===== src/tsgc_pkg.sv =====
`default_nettype none
// ----------------------------------------------------------------------------
// tsgc_pkg
// Shared types and constants of the touch swipe gesture classifier.
// ----------------------------------------------------------------------------
package tsgc_pkg;

  localparam int unsigned FINGERS = 10;
  localparam int unsigned CNT_W   = 4;

  localparam logic [CNT_W-1:0] CNT_MAX = 4'd15;
  localparam logic [15:0] THR_RESET    = 16'h2000;

  localparam logic [1:0] MODE_MOVE    = 2'd0;
  localparam logic [1:0] MODE_PRESS   = 2'd1;
  localparam logic [1:0] MODE_RELEASE = 2'd2;
  localparam logic [1:0] MODE_OTHER   = 2'd3;

  localparam logic [1:0] KIND_PASS      = 2'd0;
  localparam logic [1:0] KIND_KEY       = 2'd1;
  localparam logic [1:0] KIND_TOUCH_TAP = 2'd2;
  localparam logic [1:0] KIND_MOUSE_TAP = 2'd3;

  localparam logic [7:0] KEY_NONE  = 8'h00;
  localparam logic [7:0] KEY_LEFT  = 8'h25;
  localparam logic [7:0] KEY_RIGHT = 8'h27;
  localparam logic [7:0] KEY_UP    = 8'h26;
  localparam logic [7:0] KEY_DOWN  = 8'h28;
  localparam logic [7:0] KEY_ESC   = 8'h1b;

  typedef logic signed [16:0] delta_t;

  typedef struct packed {
    delta_t dx0;
    delta_t dy0;
    delta_t dx1;
    delta_t dy1;
    delta_t dx2;
    delta_t dy2;
  } disp_t;

  typedef struct packed {
    logic [1:0] kind;
    logic [7:0] key;
  } verdict_t;

endpackage
`default_nettype wire


===== src/tsgc_in_if.sv =====
`default_nettype none
// ----------------------------------------------------------------------------
// tsgc_in_if
// Touch event channel: valid/ready handshake with the event word.
// ----------------------------------------------------------------------------
interface tsgc_in_if;
  logic        valid;
  logic        ready;
  logic [1:0]  mode;
  logic [15:0] finger_id;
  logic [15:0] pos_x;
  logic [15:0] pos_y;

  modport source (output valid, output mode, output finger_id, output pos_x,
                  output pos_y, input ready);
  modport sink (input valid, input mode, input finger_id, input pos_x,
                input pos_y, output ready);
endinterface
`default_nettype wire


===== src/tsgc_out_if.sv =====
`default_nettype none
// ----------------------------------------------------------------------------
// tsgc_out_if
// Result channel: valid/ready handshake with the classified event word.
// ----------------------------------------------------------------------------
interface tsgc_out_if;
  logic        valid;
  logic        ready;
  logic [1:0]  out_type;
  logic [7:0]  key_code;
  logic [15:0] out_finger;
  logic [15:0] out_x;
  logic [15:0] out_y;

  modport source (output valid, output out_type, output key_code,
                  output out_finger, output out_x, output out_y, input ready);
  modport sink (input valid, input out_type, input key_code,
                input out_finger, input out_x, input out_y, output ready);
endinterface
`default_nettype wire


===== src/tsgc_classify.sv =====
`default_nettype none
// ----------------------------------------------------------------------------
// tsgc_classify
// Gesture decision from the slot displacements, threshold and touch count.
// ----------------------------------------------------------------------------
module tsgc_classify (
  input  tsgc_pkg::disp_t      disp,
  input  logic [15:0]          threshold,
  input  logic [3:0]           gesture_cnt,
  output tsgc_pkg::verdict_t   verdict
);
  import tsgc_pkg::*;

  logic signed [17:0] t_pos;
  logic signed [17:0] t_neg;
  logic signed [17:0] x0, y0, x1, y1, x2, y2;
  logic in_x0, in_y0, in_x1, in_x2;
  logic all_down, all_up;

  assign t_pos = $signed({2'b00, threshold});
  assign t_neg = -t_pos;
  assign x0 = 18'(disp.dx0);
  assign y0 = 18'(disp.dy0);
  assign x1 = 18'(disp.dx1);
  assign y1 = 18'(disp.dy1);
  assign x2 = 18'(disp.dx2);
  assign y2 = 18'(disp.dy2);

  assign in_x0 = (x0 > t_neg) && (x0 < t_pos);
  assign in_y0 = (y0 > t_neg) && (y0 < t_pos);
  assign in_x1 = (x1 > t_neg) && (x1 < t_pos);
  assign in_x2 = (x2 > t_neg) && (x2 < t_pos);

  assign all_down = (y0 > t_pos) && (y1 > t_pos) && (y2 > t_pos);
  assign all_up   = (y0 < t_neg) && (y1 < t_neg) && (y2 < t_neg);

  always_comb begin
    verdict.kind = KIND_PASS;
    verdict.key  = KEY_NONE;
    case (gesture_cnt)
      4'd0, 4'd2: begin
        verdict.kind = KIND_PASS;
      end
      4'd1: begin
        if (in_y0) begin
          if (x0 < t_neg) begin
            verdict.kind = KIND_KEY;
            verdict.key  = KEY_LEFT;
          end else if (x0 > t_pos) begin
            verdict.kind = KIND_KEY;
            verdict.key  = KEY_RIGHT;
          end else begin
            verdict.kind = KIND_MOUSE_TAP;
          end
        end
        if (in_x0) begin
          verdict.key = KEY_NONE;
          if (y0 < t_neg) begin
            verdict.kind = KIND_KEY;
            verdict.key  = KEY_UP;
          end else if (y0 > t_pos) begin
            verdict.kind = KIND_KEY;
            verdict.key  = KEY_DOWN;
          end else begin
            verdict.kind = KIND_TOUCH_TAP;
          end
        end
      end
      default: begin
        if (in_x0 && in_x1 && in_x2 && !all_down && !all_up) begin
          verdict.kind = KIND_KEY;
          verdict.key  = KEY_ESC;
        end
      end
    endcase
  end

endmodule
`default_nettype wire


===== src/touch_swipe_gesture_classifier_top.sv =====
`default_nettype none
// ----------------------------------------------------------------------------
// touch_swipe_gesture_classifier_top
// Touch event stream in, classified key/tap/pass-through events out.
// ----------------------------------------------------------------------------
// One event word is taken per clock and its result word appears in the output
// register on the next clock. The finger slot tables and touch counters are
// updated at acceptance and the gesture decision is made in the same cycle
// from the slot registers, with the release position forwarded. in_chan.ready
// falls only while the output register holds a word that the sink does not
// take. The user must write the swipe threshold through cfg_we/cfg_data only
// while no word is in flight; the block itself does not enforce it.
// ----------------------------------------------------------------------------
module touch_swipe_gesture_classifier_top (
  input  logic               clk,
  input  logic               rst_n,
  input  logic               cfg_we,
  input  logic [15:0]        cfg_data,
  tsgc_in_if.sink            in_chan,
  tsgc_out_if.source         out_chan
);
  import tsgc_pkg::*;

  logic [31:0]      press_r [FINGERS];
  logic [31:0]      last_r  [FINGERS];
  logic [CNT_W-1:0] active_r, active_nxt;
  logic [CNT_W-1:0] gesture_r, gesture_nxt;
  logic [15:0]      thr_r;

  logic        out_valid_r;
  logic [1:0]  out_type_r;
  logic [7:0]  key_code_r;
  logic [15:0] out_finger_r;
  logic [15:0] out_x_r;
  logic [15:0] out_y_r;

  logic             accept;
  logic             fid_ok;
  logic             do_move, do_press, do_release, last_release;
  logic [CNT_W-1:0] active_dec;
  logic [31:0]      pos;
  logic [31:0]      fwd0, fwd1, fwd2;
  disp_t            disp;
  verdict_t         verdict;
  logic [1:0]       kind;

  assign accept        = in_chan.valid && in_chan.ready;
  assign in_chan.ready = !out_valid_r || out_chan.ready;

  assign fid_ok     = in_chan.finger_id < 16'(FINGERS);
  assign pos        = {in_chan.pos_y, in_chan.pos_x};
  assign do_move    = accept && fid_ok && (in_chan.mode == MODE_MOVE);
  assign do_press   = accept && fid_ok && (in_chan.mode == MODE_PRESS);
  assign do_release = accept && fid_ok && (in_chan.mode == MODE_RELEASE)
                      && (active_r != '0);
  assign active_dec   = active_r - 4'd1;
  assign last_release = do_release && (active_dec == '0);

  // release position forwarded into the decision
  assign fwd0 = (do_release && in_chan.finger_id == 16'd0) ? pos : last_r[0];
  assign fwd1 = (do_release && in_chan.finger_id == 16'd1) ? pos : last_r[1];
  assign fwd2 = (do_release && in_chan.finger_id == 16'd2) ? pos : last_r[2];

  assign disp.dx0 = $signed({1'b0, fwd0[15:0]}) - $signed({1'b0, press_r[0][15:0]});
  assign disp.dy0 = $signed({1'b0, fwd0[31:16]}) - $signed({1'b0, press_r[0][31:16]});
  assign disp.dx1 = $signed({1'b0, fwd1[15:0]}) - $signed({1'b0, press_r[1][15:0]});
  assign disp.dy1 = $signed({1'b0, fwd1[31:16]}) - $signed({1'b0, press_r[1][31:16]});
  assign disp.dx2 = $signed({1'b0, fwd2[15:0]}) - $signed({1'b0, press_r[2][15:0]});
  assign disp.dy2 = $signed({1'b0, fwd2[31:16]}) - $signed({1'b0, press_r[2][31:16]});

  tsgc_classify u_classify (
    .disp        (disp),
    .threshold   (thr_r),
    .gesture_cnt (gesture_r),
    .verdict     (verdict)
  );

  assign kind = last_release ? verdict.kind : KIND_PASS;

  always_comb begin
    active_nxt  = active_r;
    gesture_nxt = gesture_r;
    if (do_press) begin
      if (active_r != CNT_MAX) active_nxt = active_r + 4'd1;
      if (gesture_r != CNT_MAX) gesture_nxt = gesture_r + 4'd1;
    end
    if (do_release) begin
      active_nxt = active_dec;
    end
    if (last_release) begin
      gesture_nxt = '0;
    end
  end

  always_ff @(posedge clk) begin
    if (!rst_n) begin
      active_r  <= '0;
      gesture_r <= '0;
      thr_r     <= THR_RESET;
      for (int i = 0; i < FINGERS; i++) begin
        press_r[i] <= '0;
        last_r[i]  <= '0;
      end
    end else begin
      active_r  <= active_nxt;
      gesture_r <= gesture_nxt;
      if (cfg_we) thr_r <= cfg_data;
      for (int i = 0; i < FINGERS; i++) begin
        if (in_chan.finger_id == 16'(i)) begin
          if (do_press) press_r[i] <= pos;
          if (do_move || do_release) last_r[i] <= pos;
        end
      end
    end
  end

  // output register
  always_ff @(posedge clk) begin
    if (!rst_n) begin
      out_valid_r <= 1'b0;
    end else if (accept) begin
      out_valid_r <= 1'b1;
    end else if (out_chan.ready) begin
      out_valid_r <= 1'b0;
    end
  end

  always_ff @(posedge clk) begin
    if (accept) begin
      out_type_r <= kind;
      if (kind == KIND_KEY) begin
        key_code_r   <= verdict.key;
        out_finger_r <= '0;
        out_x_r      <= '0;
        out_y_r      <= '0;
      end else begin
        key_code_r   <= KEY_NONE;
        out_finger_r <= (kind == KIND_PASS) ? in_chan.finger_id : 16'd1;
        out_x_r      <= in_chan.pos_x;
        out_y_r      <= in_chan.pos_y;
      end
    end
  end

  assign out_chan.valid      = out_valid_r;
  assign out_chan.out_type   = out_type_r;
  assign out_chan.key_code   = key_code_r;
  assign out_chan.out_finger = out_finger_r;
  assign out_chan.out_x      = out_x_r;
  assign out_chan.out_y      = out_y_r;

endmodule
`default_nettype wire


===== src/flat_wrapper.sv =====
// flat-port wrapper written by rule: the top's interface ports become plain ports
module touch_swipe_gesture_classifier_top_flat import tsgc_pkg::*;
  (clk, rst_n, cfg_we, cfg_data, in_chan_valid, in_chan_mode, in_chan_finger_id, in_chan_pos_x, in_chan_pos_y, in_chan_ready, out_chan_valid, out_chan_out_type, out_chan_key_code, out_chan_out_finger, out_chan_out_x, out_chan_out_y, out_chan_ready);
  tsgc_in_if in_chan_i ();
  tsgc_out_if out_chan_i ();
  input  logic clk;
  input  logic rst_n;
  input  logic cfg_we;
  input  logic [15:0] cfg_data;
  input wire logic [$bits(in_chan_i.valid)-1:0] in_chan_valid;
  input wire logic [$bits(in_chan_i.mode)-1:0] in_chan_mode;
  input wire logic [$bits(in_chan_i.finger_id)-1:0] in_chan_finger_id;
  input wire logic [$bits(in_chan_i.pos_x)-1:0] in_chan_pos_x;
  input wire logic [$bits(in_chan_i.pos_y)-1:0] in_chan_pos_y;
  output wire logic [$bits(in_chan_i.ready)-1:0] in_chan_ready;
  output wire logic [$bits(out_chan_i.valid)-1:0] out_chan_valid;
  output wire logic [$bits(out_chan_i.out_type)-1:0] out_chan_out_type;
  output wire logic [$bits(out_chan_i.key_code)-1:0] out_chan_key_code;
  output wire logic [$bits(out_chan_i.out_finger)-1:0] out_chan_out_finger;
  output wire logic [$bits(out_chan_i.out_x)-1:0] out_chan_out_x;
  output wire logic [$bits(out_chan_i.out_y)-1:0] out_chan_out_y;
  input wire logic [$bits(out_chan_i.ready)-1:0] out_chan_ready;
  assign in_chan_i.valid = in_chan_valid;
  assign in_chan_i.mode = in_chan_mode;
  assign in_chan_i.finger_id = in_chan_finger_id;
  assign in_chan_i.pos_x = in_chan_pos_x;
  assign in_chan_i.pos_y = in_chan_pos_y;
  assign in_chan_ready = in_chan_i.ready;
  assign out_chan_valid = out_chan_i.valid;
  assign out_chan_out_type = out_chan_i.out_type;
  assign out_chan_key_code = out_chan_i.key_code;
  assign out_chan_out_finger = out_chan_i.out_finger;
  assign out_chan_out_x = out_chan_i.out_x;
  assign out_chan_out_y = out_chan_i.out_y;
  assign out_chan_i.ready = out_chan_ready;
  touch_swipe_gesture_classifier_top u_core (.clk(clk), .rst_n(rst_n), .cfg_we(cfg_we), .cfg_data(cfg_data), .in_chan(in_chan_i), .out_chan(out_chan_i));
endmodule

===== config.mk =====
export PLATFORM = sky130hd
export DESIGN_NAME = touch_swipe_gesture_classifier_top_flat
export DESIGN_NICKNAME = d
export VERILOG_FILES = /design/src/tsgc_pkg.sv /design/src/tsgc_in_if.sv /design/src/tsgc_out_if.sv /design/src/tsgc_classify.sv /design/src/touch_swipe_gesture_classifier_top.sv /design/src/flat_wrapper.sv
export SDC_FILE = /design/constraint.sdc
export NUM_CORES = 1
export LEC_CHECK = 0
export CORE_MARGIN = 4
export CORE_UTILIZATION = 25
export DETAILED_ROUTE_END_ITERATION = 10
export DONT_BUFFER_PORTS = 1
export SETUP_SLACK_MARGIN = 0.02
export SYNTH_ARGS = -nofsm -noshare
export SYNTH_HDL_FRONTEND = slang
export SYNTH_SLANG_ARGS = --single-unit

===== constraint.sdc =====
create_clock -name clk -period 10.45 [get_ports clk]
set_clock_uncertainty 0.2 [all_clocks]
set_input_delay 1.045 -clock clk [delete_from_list [all_inputs] [get_ports clk]]
set_output_delay 1.045 -clock clk [all_outputs]
set_load 0.02 [all_outputs]

==> flow_summary.html, run 1 <==
<table>
<tr><th>Metric</th><th>Value</th></tr>
<tr><th colspan="2">Run status</th></tr>
<tr><td>Result of the run</td><td>finished clean</td></tr>
<tr><th colspan="2">CTS</th></tr>
<tr><td>TritonCTS clock tree</td><td>yes</td></tr>
<tr><td>Num Clock Sinks</td><td>273</td></tr>
<tr><td>Gates resized, CTS repair</td><td>0</td></tr>
<tr><td>Clock slew at the register clock pins of the worst setup and hold paths</td><td>0.06 ns</td></tr>
<tr><td>Hold-fix buffer count after cts</td><td>0</td></tr>
<tr><td>CTS HTree Levels</td><td>2</td></tr>
<tr><td>Clock tree buffer depth</td><td>3</td></tr>
<tr><td>Total CTS buffers</td><td>36</td></tr>
<tr><td>Post-CTS Setup Repair Bufs</td><td>0</td></tr>
<tr><td>Root Buffer Master</td><td>sky130_fd_sc_hd__clkbuf_16</td></tr>
<tr><td>Source-to-sink clock delay at the later pin of the worst-skew pair</td><td>0.56 ns</td></tr>
<tr><th colspan="2">Worst setup path</th></tr>
<tr><td>CP Launch Type</td><td>input port</td></tr>
<tr><td>Required time of the critical path</td><td>10.51 ns</td></tr>
<tr><td>Max incr delay on CP</td><td>0.93 ns</td></tr>
<tr><td>Largest fanout of any net on the critical path</td><td>34</td></tr>
<tr><td>CP max-delay cell</td><td>sky130_fd_sc_hd__or4b_1</td></tr>
<tr><td>Cell with the most instances on the worst path</td><td>sky130_fd_sc_hd__o21ai_0</td></tr>
<tr><td>Depth of the most critical reg-to-reg path</td><td>28</td></tr>
<tr><td>WP data arrival</td><td>8.78 ns</td></tr>
<tr><td>Element type at the critical path end</td><td>flip-flop</td></tr>
<tr><td>Critical setup path kind</td><td>input port to flip-flop</td></tr>
<tr><th colspan="2">Power</th></tr>
<tr><td>Part of the power in combinational logic</td><td>24.3%</td></tr>
<tr><td>Sw power</td><td>1.02 mW</td></tr>
<tr><td>Total Power Consumption</td><td>3.34 mW</td></tr>
<tr><td>Proportion of power drawn by the clock network</td><td>37.6%</td></tr>
<tr><td>Leakage power</td><td>9.55 nW</td></tr>
<tr><td>Worst vdd ir</td><td>0.0969 mV</td></tr>
<tr><td>Sequential share of power</td><td>38.1%</td></tr>
<tr><td>Fraction of power spent switching nets</td><td>30.7%</td></tr>
<tr><td>Power per unit of standard cell area</td><td>142 nW/um^2</td></tr>
<tr><td>P_int</td><td>2.31 mW</td></tr>
<tr><th colspan="2">Logic synthesis</th></tr>
<tr><td>Mapped Cells</td><td>2,005</td></tr>
<tr><td>Synth Register Bits</td><td>273</td></tr>
<tr><td>Number of warnings reported in the yosys synthesis log</td><td>0</td></tr>
<tr><td>Count of flip-flops with a built-in enable after synthesis</td><td>248</td></tr>
<tr><td>Netlist cell types</td><td>82</td></tr>
<tr><td>Proportion of synthesized chip area in sequential cells</td><td>38.0%</td></tr>
<tr><td>Share of synthesized flip-flops with an asynchronous set or reset</td><td>0%</td></tr>
<tr><td>Fraction of post-synthesis cell area in the top cell type by area</td><td>35.6%</td></tr>
<tr><td>Avg Synthesized Cell Area</td><td>10.4 um^2</td></tr>
<tr><td>Cell accounting for the most synthesized area</td><td>sky130_fd_sc_hd__edfxtp_1</td></tr>
<tr><td>Synthesized area</td><td>20,900 um^2</td></tr>
<tr><td>Cell types with the largest area share after synthesis</td><td>sky130_fd_sc_hd__edfxtp_1 (36%), sky130_fd_sc_hd__ha_1 (18%), sky130_fd_sc_hd__and2_1 (6.0%), sky130_fd_sc_hd__mux2_2 (4.8%), sky130_fd_sc_hd__inv_1 (2.7%)</td></tr>
<tr><td>Main synth FF type</td><td>sky130_fd_sc_hd__edfxtp_1</td></tr>
<tr><th colspan="2">Drt</th></tr>
<tr><td>Post-route antenna net violation count</td><td>0</td></tr>
<tr><td>Average detailed-routed wire length per instance</td><td>19.5 um</td></tr>
<tr><td>Vias after detailed routing</td><td>15,160</td></tr>
<tr><td>Total detailed-routing wirelength</td><td>60,700 um</td></tr>
<tr><td>Iteration-0 DRC Markers</td><td>1,092</td></tr>
<tr><td>Post-detailed-route DRC marker count</td><td>0</td></tr>
<tr><td>Count of TritonRoute iterations in the first routing pass</td><td>7</td></tr>
<tr><td>Vias/cell</td><td>4.88</td></tr>
<tr><th colspan="2">Layout</th></tr>
<tr><td>Fin nets</td><td>2,393</td></tr>
<tr><td>Synthesis-to-finish area growth</td><td>12.3%</td></tr>
<tr><td>Antenna Cells</td><td>0</td></tr>
<tr><td>Share of the core filled with cells in the final layout</td><td>28.5%</td></tr>
<tr><td>Filler Cells Inserted</td><td>8,580</td></tr>
<tr><td>Share of post-route cells with drive strength above 1</td><td>11.6%</td></tr>
<tr><th colspan="2">Floorplanning</th></tr>
<tr><td>Initial core utilization</td><td>25.3%</td></tr>
<tr><td>Die extent in y</td><td>297 um</td></tr>
<tr><td>Die width</td><td>297 um</td></tr>
<tr><td>Number of placed I/O pins</td><td>131</td></tr>
<tr><td>Core box area</td><td>82,500 um^2</td></tr>
<tr><td>Total die area</td><td>88,300 um^2</td></tr>
<tr><td>Row Count</td><td>105</td></tr>
<tr><th colspan="2">STA</th></tr>
<tr><td>Peak clock frequency supported by timing</td><td>0.115 GHz</td></tr>
<tr><td>Setup repair after global routing missed its margin</td><td>false</td></tr>
<tr><td>Setup TNS</td><td>0 ns</td></tr>
<tr><td>Endpoints failing hold</td><td>0</td></tr>
<tr><td>Max-slew headroom</td><td>19.8%</td></tr>
<tr><td>Slew Viols, Final</td><td>0</td></tr>
<tr><td>Post-route minimum period</td><td>8.72 ns</td></tr>
<tr><td>Setup violations, final</td><td>0</td></tr>
<tr><td>Slew at the pin with the worst max-slew slack</td><td>1.20 ns</td></tr>
<tr><td>Post-route fraction of the period consumed by the critical path</td><td>83.5%</td></tr>
<tr><th colspan="2">Job</th></tr>
<tr><td>Reported max-cap violation count</td><td>0</td></tr>
<tr><th colspan="2">Placement</th></tr>
<tr><td>Port buffer count</td><td>0</td></tr>
<tr><td>Dpl hpwl</td><td>44,300 um</td></tr>
<tr><td>Routability congestion estimate from global placement</td><td>0.877</td></tr>
<tr><th colspan="2">GRT</th></tr>
<tr><td>Global-route wire length before repair</td><td>90,600 um</td></tr>
<tr><td>GRT Resource Usage Total</td><td>13.3%</td></tr>
<tr><td>Antenna violations before repair</td><td>8</td></tr>
<tr><td>Number of global-route vias before repair</td><td>14,631</td></tr>
<tr><td>Overflow after GRT</td><td>0</td></tr>
<tr><td>Maximum number of pins on one net before global-route repair</td><td>57</td></tr>
<tr><th colspan="2">Min path</th></tr>
<tr><td>Worst hold path depth</td><td>2</td></tr>
<tr><td>Worst hold path class</td><td>flip-flop to flip-flop</td></tr>
</table>
routing by layer:
layer / global-route usage, % / routed length [um] / part of all wire (%) / vias up
li1: - / - / - / 7330
met1: 19.5 / 29000 / 48 / 7237
met2: 19.5 / 24700 / 41 / 495
met3: 2.81 / 5120 / 8.4 / 98
met4: 4.02 / 1820 / 3.0 / 0
met5: 0 / 0 / 0 / -
worst max-delay path, delay by kind of cell:
family | cells | cell delay, ns
XOR/XNOR | 1 | 0.12
AND/OR/NAND/NOR | 7 | 2.73
multiplexers | 1 | 0.32
adder cells (fa/ha/maj) | 2 | 0.58
AO/OA/AOI/OAI | 14 | 2.98
buffers and inverters | 2 | 0.97
metrics by stage:
| step | hold slack [ns] | cells | cell area, um^2 | setup WS, ns |
|---|---|---|---|---|
| 2_1_floorplan | 0.283 | 2006 | 20900 | 1.32 |
| 3_3_place_gp | 0.301 | 3045 | 22300 | 1.35 |
| 3_5_place_dp | 0.307 | 3045 | 22300 | 1.13 |
| 4_1_cts | 0.325 | 3108 | 23500 | 1.70 |
| 5_1_grt | 0.340 | 3108 | 23500 | 1.15 |
| 6_report | 0.323 | 3108 | 23500 | 1.73 |
power groups by stage:
stage                     Clock [mW]  Combinational (mW)  Sequential, mW
after floorplan                    0               0.581            1.29
after global placement             0               0.777            1.29
final                           1.26               0.812            1.27
after detailed placement           0               0.794            1.29
after global routing            1.33               0.912            1.28
after CTS                       1.30               0.800            1.27
Yosys cell counts, types with 28 or more instances:
library cell	count
sky130_fd_sc_hd__edfxtp_1	248
sky130_fd_sc_hd__a21o_1	46
sky130_fd_sc_hd__a21oi_1	113
sky130_fd_sc_hd__inv_1	152
sky130_fd_sc_hd__and2_1	199
sky130_fd_sc_hd__o21ai_0	71
sky130_fd_sc_hd__ha_1	303
sky130_fd_sc_hd__nand2_1	79
sky130_fd_sc_hd__mux2_2	89
sky130_fd_sc_hd__nand4_1	29
sky130_fd_sc_hd__nor2_1	106
sky130_fd_sc_hd__nand3_1	33
sky130_fd_sc_hd__clkbuf_1	38
sky130_fd_sc_hd__xnor2_1	63
sky130_fd_sc_hd__a21boi_2	28
sky130_fd_sc_hd__nor2b_1	41
logic make-up after synthesis:
logic type	count (synthesis)	synth area share, %
DFF	273	38.0
other	1	0.0179
buffers and inverters	208	3.97
muxes	112	5.90
adders and majority gates	309	18.7
and+or+nand+nor	601	15.9
AOI/OAI and AO/OA	412	13.8
xor gates and xnor gates	89	3.73
placed cells by master (no fill, tap or decap), types with 5 or more instances in the layout:
master / instances
sky130_fd_sc_hd__a21oi_1: 113
sky130_fd_sc_hd__a211oi_1: 22
sky130_fd_sc_hd__clkbuf_1: 8
sky130_fd_sc_hd__ha_1: 303
sky130_fd_sc_hd__o2111ai_1: 5
sky130_fd_sc_hd__nor2b_1: 41
sky130_fd_sc_hd__and2_1: 198
sky130_fd_sc_hd__nor4_1: 12
sky130_fd_sc_hd__mux2i_1: 22
sky130_fd_sc_hd__nand2_1: 78
sky130_fd_sc_hd__xor2_1: 26
sky130_fd_sc_hd__a21boi_0: 16
sky130_fd_sc_hd__o31ai_1: 8
sky130_fd_sc_hd__a211o_1: 5
sky130_fd_sc_hd__o21ai_4: 6
sky130_fd_sc_hd__o21a_1: 21
sky130_fd_sc_hd__a21o_1: 46
sky130_fd_sc_hd__and3_1: 11
sky130_fd_sc_hd__or3_1: 9
sky130_fd_sc_hd__clkbuf_16: 36
sky130_fd_sc_hd__o211ai_1: 15
sky130_fd_sc_hd__nand4_1: 29
sky130_fd_sc_hd__a21boi_2: 28
sky130_fd_sc_hd__a31oi_1: 9
sky130_fd_sc_hd__nand2b_1: 25
sky130_fd_sc_hd__edfxtp_1: 248
sky130_fd_sc_hd__a2111oi_0: 8
sky130_fd_sc_hd__dfxtp_1: 25
sky130_fd_sc_hd__nor2_2: 6
sky130_fd_sc_hd__nor2_1: 99
sky130_fd_sc_hd__nor3_1: 26
sky130_fd_sc_hd__buf_4: 25
sky130_fd_sc_hd__xnor2_1: 62
sky130_fd_sc_hd__inv_1: 152
sky130_fd_sc_hd__mux2_2: 89
sky130_fd_sc_hd__nand3_1: 33
sky130_fd_sc_hd__fa_1: 6
sky130_fd_sc_hd__o21ai_0: 64
flip-flops by register name, summed over array words and instances (netlist names), 2 cells and up:
register,flops
u_core.last_r,96
u_core.press_r,96
u_core.out_chan.out_finger,16
u_core.out_chan.out_x,16
u_core.out_chan.out_y,16
u_core.thr_r,16
u_core.out_chan.key_code,6
u_core.active_r,4
u_core.gesture_r,4
u_core.out_chan.out_type,2
layout make-up:
cell class	instances	area, um^2	share of cell area (%)
multi-input cells	1525	12300	52.2
flip-flops and latches	273	7950	33.9
well taps	1070	1340	5.70
clock buffers	46	958	4.08
inverters	152	571	2.43
clock inverters	17	224	0.954
repair buffers	25	188	0.799
path summary, 6_finish.rpt:
kind | start | endpoint | slack (ns)
setup / recovery | in_chan_finger_id[15] | u_core.out_chan.out_y[8] | 1.73
setup reg to reg | u_core.active_r[0] | u_core.out_chan.out_y[8] | 1.88
hold / removal | u_core.thr_r[15] | u_core.thr_r[15] | 0.32
hold reg to reg | u_core.thr_r[15] | u_core.thr_r[15] | 0.32
(Power assumes the default switching activity.)
==> inputs of run 2 (changes only) <==
==> constraint.sdc (replaced) <==
create_clock -name clk -period 7.5 [get_ports clk]
set_clock_uncertainty 0.2 [all_clocks]
set_input_delay 0.75 -clock clk [delete_from_list [all_inputs] [get_ports clk]]
set_output_delay 0.75 -clock clk [all_outputs]
set_load 0.02 [all_outputs]
==> run 2 against run 1 <==
Setup slack worse by 1.4 ns. First-iteration DRC count is 17% higher. Total power is 45% higher. Largest power group is now the clock network.
==> flow_summary.html, run 2 (synthesis results as in run 1) <==
<table>
<tr><th>Metric</th><th>Value</th></tr>
<tr><th colspan="2">Floorplanning</th></tr>
<tr><td>Core box area</td><td>82,500 um^2 (unchanged)</td></tr>
<tr><td>Die extent in y</td><td>297 um (unchanged)</td></tr>
<tr><td>Die width</td><td>297 um (unchanged)</td></tr>
<tr><td>Initial core utilization</td><td>25.3% (unchanged)</td></tr>
<tr><td>Total die area</td><td>88,300 um^2 (unchanged)</td></tr>
<tr><td>Row Count</td><td>105 (unchanged)</td></tr>
<tr><td>Number of placed I/O pins</td><td>131 (unchanged)</td></tr>
<tr><th colspan="2">Drt</th></tr>
<tr><td>Vias/cell</td><td>4.77 (was 4.88)</td></tr>
<tr><td>Post-detailed-route DRC marker count</td><td>0 (unchanged)</td></tr>
<tr><td>Iteration-0 DRC Markers</td><td>1,278 (was 1,092)</td></tr>
<tr><td>Met1 routed wirelength after detailed routing</td><td>30,400 um (was 29,000 um)</td></tr>
<tr><td>Average detailed-routed wire length per instance</td><td>18.9 um (was 19.5 um)</td></tr>
<tr><td>Met2 wire len</td><td>25,700 um (was 24,700 um)</td></tr>
<tr><td>Post-route antenna net violation count</td><td>0 (unchanged)</td></tr>
<tr><td>Total detailed-routing wirelength</td><td>62,800 um (was 60,700 um)</td></tr>
<tr><td>Count of TritonRoute iterations in the first routing pass</td><td>5 (was 7)</td></tr>
<tr><td>Highest metal layer used by the detailed router</td><td>met4 (unchanged)</td></tr>
<tr><td>Met3 Routed Length</td><td>4760 um (was 5120 um)</td></tr>
<tr><td>Vias after detailed routing</td><td>15,803 (was 15,160)</td></tr>
<tr><th colspan="2">CTS</th></tr>
<tr><td>Clock slew at the register clock pins of the worst setup and hold paths</td><td>0.07 ns (was 0.06 ns)</td></tr>
<tr><td>CTS HTree Levels</td><td>2 (unchanged)</td></tr>
<tr><td>Total CTS buffers</td><td>37 (was 36)</td></tr>
<tr><td>Source-to-sink clock delay at the later pin of the worst-skew pair</td><td>0.58 ns (was 0.56 ns)</td></tr>
<tr><td>Hold-fix buffer count after cts</td><td>0 (unchanged)</td></tr>
<tr><td>Num Clock Sinks</td><td>273 (unchanged)</td></tr>
<tr><td>TritonCTS clock tree</td><td>yes (unchanged)</td></tr>
<tr><td>Clock tree buffer depth</td><td>3 (unchanged)</td></tr>
<tr><td>Root Buffer Master</td><td>sky130_fd_sc_hd__clkbuf_16 (unchanged)</td></tr>
<tr><th colspan="2">Placement</th></tr>
<tr><td>Routability congestion estimate from global placement</td><td>0.901 (was 0.877)</td></tr>
<tr><td>Placement Cell Area</td><td>23,900 um^2 (was 22,300 um^2)</td></tr>
<tr><td>Dpl hpwl</td><td>46,500 um (was 44,300 um)</td></tr>
<tr><td>Post-placement worst setup slack</td><td>-0.348 ns (was 1.13 ns)</td></tr>
<tr><td>Post-Place Cells</td><td>3,236 (was 3,045)</td></tr>
<tr><td>Port buffer count</td><td>0 (unchanged)</td></tr>
<tr><th colspan="2">STA</th></tr>
<tr><td>Peak clock frequency supported by timing</td><td>0.140 GHz</td></tr>
<tr><td>Slew at the pin with the worst max-slew slack</td><td>1.17 ns (was 1.20 ns)</td></tr>
<tr><td>Slew Viols, Final</td><td>0 (unchanged)</td></tr>
<tr><td>Max-slew headroom</td><td>21.1% (was 19.8%)</td></tr>
<tr><td>Post-route fraction of the period consumed by the critical path</td><td>95.3%</td></tr>
<tr><td>Final-layout worst hold slack</td><td>0.0799 ns (was 0.323 ns)</td></tr>
<tr><td>Setup TNS</td><td>0 ns (unchanged)</td></tr>
<tr><td>Post-layout worst setup margin</td><td>0.349 ns (was 1.73 ns)</td></tr>
<tr><td>Endpoints failing hold</td><td>0 (unchanged)</td></tr>
<tr><td>Setup violations, final</td><td>0 (unchanged)</td></tr>
<tr><td>Post-route minimum period</td><td>7.15 ns</td></tr>
<tr><th colspan="2">Power</th></tr>
<tr><td>Leakage power</td><td>10.6 nW (was 9.55 nW)</td></tr>
<tr><td>Power per unit of standard cell area</td><td>191 nW/um^2 (was 142 nW/um^2)</td></tr>
<tr><td>Worst vdd ir</td><td>0.147 mV (was 0.0969 mV)</td></tr>
<tr><td>Total Power Consumption</td><td>4.85 mW (was 3.34 mW)</td></tr>
<tr><th colspan="2">Layout</th></tr>
<tr><td>Share of post-route cells with drive strength above 1</td><td>20.7% (was 11.6%)</td></tr>
<tr><td>Synthesis-to-finish area growth</td><td>21.1% (was 12.3%)</td></tr>
<tr><td>Fin nets</td><td>2,592 (was 2,393)</td></tr>
<tr><td>Final Instance Count excl. Fillers</td><td>3,312 (was 3,108)</td></tr>
<tr><td>Commonest cells after routing, fill and taps aside</td><td>sky130_fd_sc_hd__ha_1 (302), sky130_fd_sc_hd__edfxtp_1 (248), sky130_fd_sc_hd__buf_4 (209), sky130_fd_sc_hd__and2_1 (199), sky130_fd_sc_hd__inv_1 (152) (was sky130_fd_sc_hd__ha_1 (303), sky130_fd_sc_hd__edfxtp_1 (248), sky130_fd_sc_hd__and2_1 (198), sky130_fd_sc_hd__inv_1 (152), sky130_fd_sc_hd__a21oi_1 (113))</td></tr>
<tr><td>Commonest non-fill, non-tap cell in the layout</td><td>sky130_fd_sc_hd__ha_1 (unchanged)</td></tr>
<tr><td>Share of the core filled with cells in the final layout</td><td>30.7% (was 28.5%)</td></tr>
<tr><td>Top flop regs</td><td>u_core.last_r x96, u_core.press_r x96 (unchanged)</td></tr>
<tr><td>Post-route cell area</td><td>25,300 um^2 (was 23,500 um^2)</td></tr>
<tr><th colspan="2">Worst setup path</th></tr>
<tr><td>Required time of the critical path</td><td>7.62 ns (was 10.51 ns)</td></tr>
<tr><td>Cell with the most instances on the worst path</td><td>sky130_fd_sc_hd__buf_4 (was sky130_fd_sc_hd__o21ai_0)</td></tr>
<tr><td>WP data arrival</td><td>7.27 ns (was 8.78 ns)</td></tr>
<tr><td>Max incr delay on CP</td><td>0.62 ns (was 0.93 ns)</td></tr>
<tr><td>CP max-delay cell</td><td>sky130_fd_sc_hd__or4_4 (was sky130_fd_sc_hd__or4b_1)</td></tr>
<tr><td>CP Launch Type</td><td>flip-flop (was input port)</td></tr>
<tr><td>Element type at the critical path end</td><td>flip-flop (unchanged)</td></tr>
<tr><td>Largest fanout of any net on the critical path</td><td>6 (was 34)</td></tr>
<tr><td>Critical setup path kind</td><td>flip-flop to flip-flop (was input port to flip-flop)</td></tr>
<tr><th colspan="2">GRT</th></tr>
<tr><td>Maximum number of pins on one net before global-route repair</td><td>57 (unchanged)</td></tr>
<tr><td>Antenna violations before repair</td><td>3 (was 8)</td></tr>
<tr><td>GRT Resource Usage Total</td><td>14.0% (was 13.3%)</td></tr>
<tr><td>Overflow after GRT</td><td>0 (unchanged)</td></tr>
<tr><td>Global-route wire length before repair</td><td>95,400 um (was 90,600 um)</td></tr>
<tr><td>Number of global-route vias before repair</td><td>15,565 (was 14,631)</td></tr>
<tr><th colspan="2">Job</th></tr>
<tr><td>Reported max-cap violation count</td><td>0 (unchanged)</td></tr>
<tr><th colspan="2">Min path</th></tr>
<tr><td>Worst hold path class</td><td>input port to flip-flop (was flip-flop to flip-flop)</td></tr>
<tr><th colspan="2">Run status</th></tr>
<tr><td>Result of the run</td><td>finished clean (unchanged)</td></tr>
</table>
-- run 2: changes by cell type in the layout (fill, tap and decap cells not counted), moves of 4 or more --
cell / delta
sky130_fd_sc_hd__buf_12: +13
sky130_fd_sc_hd__a2111oi_0: -4
sky130_fd_sc_hd__a21oi_2: +6
sky130_fd_sc_hd__a21oi_1: -6
sky130_fd_sc_hd__clkinv_1: +6
sky130_fd_sc_hd__clkbuf_1: -4
sky130_fd_sc_hd__clkinv_2: +4
sky130_fd_sc_hd__buf_4: +184
sky130_fd_sc_hd__a2111oi_1: +4
sky130_fd_sc_hd__nor2_2: -4
sky130_fd_sc_hd__nor2_4: +4
-- run 2: area by class of cell --
| cell class | instances | area, um^2 |
|---|---|---|
| sequential | 273 | 7950 |
| tap | 1070 | 1340 |
| antenna | 1 | 2.50 |
| inverter | 152 | 571 |
| clock inverter | 26 | 255 |
| timing repair buffer | 223 | 1840 |
| fill | 8452 | 57200 |
| clock buffer | 42 | 966 |
| multi-input combinational | 1525 | 12400 |
-- run 2: routing by layer --
metal | GRT usage, % | up-vias
li1 | - | 7746
met1 | 20.2 | 7513
met2 | 20.6 | 462
met3 | 3.36 | 82
met4 | 4.19 | 0
met5 | 0 | -
-- run 2: final timing paths --
check	start	to	slack (ns)	depth (start not counted)
max	u_core.active_r[1]	u_core.out_chan.key_code[3]	0.35	32
min	in_chan_finger_id[12]	u_core.out_chan.out_finger[12]	0.08	0
max reg2reg	u_core.active_r[1]	u_core.out_chan.key_code[3]	0.35	32
min reg2reg	u_core.active_r[1]	u_core.active_r[1]	0.33	2
-- run 2: timing repair --
action,4_1_cts,5_1_grt
endpoints found under the hold margin,0,0
setup buffers,0,7
endpoints found under the setup margin,2,44
gates resized for setup,1,38
pin swaps,0,13
-- run 2: power by group --
group	switching, mW	internal (mW)	total (mW)
registers	0.0478	1.72	1.77
clock network	0.735	1.07	1.80
logic	0.718	0.556	1.27
-- run 2: worst max-delay path: cells and delay by family, from the launching register on --
family | cells | cell delay [ns]
buffers and inverters | 9 | 1.22
adders and majority gates | 3 | 0.75
DFF | 1 | 0.37
muxes | 1 | 0.35
AOI/OAI and AO/OA | 11 | 1.88
xor gates and xnor gates | 1 | 0.19
and+or+nand+nor | 7 | 1.92
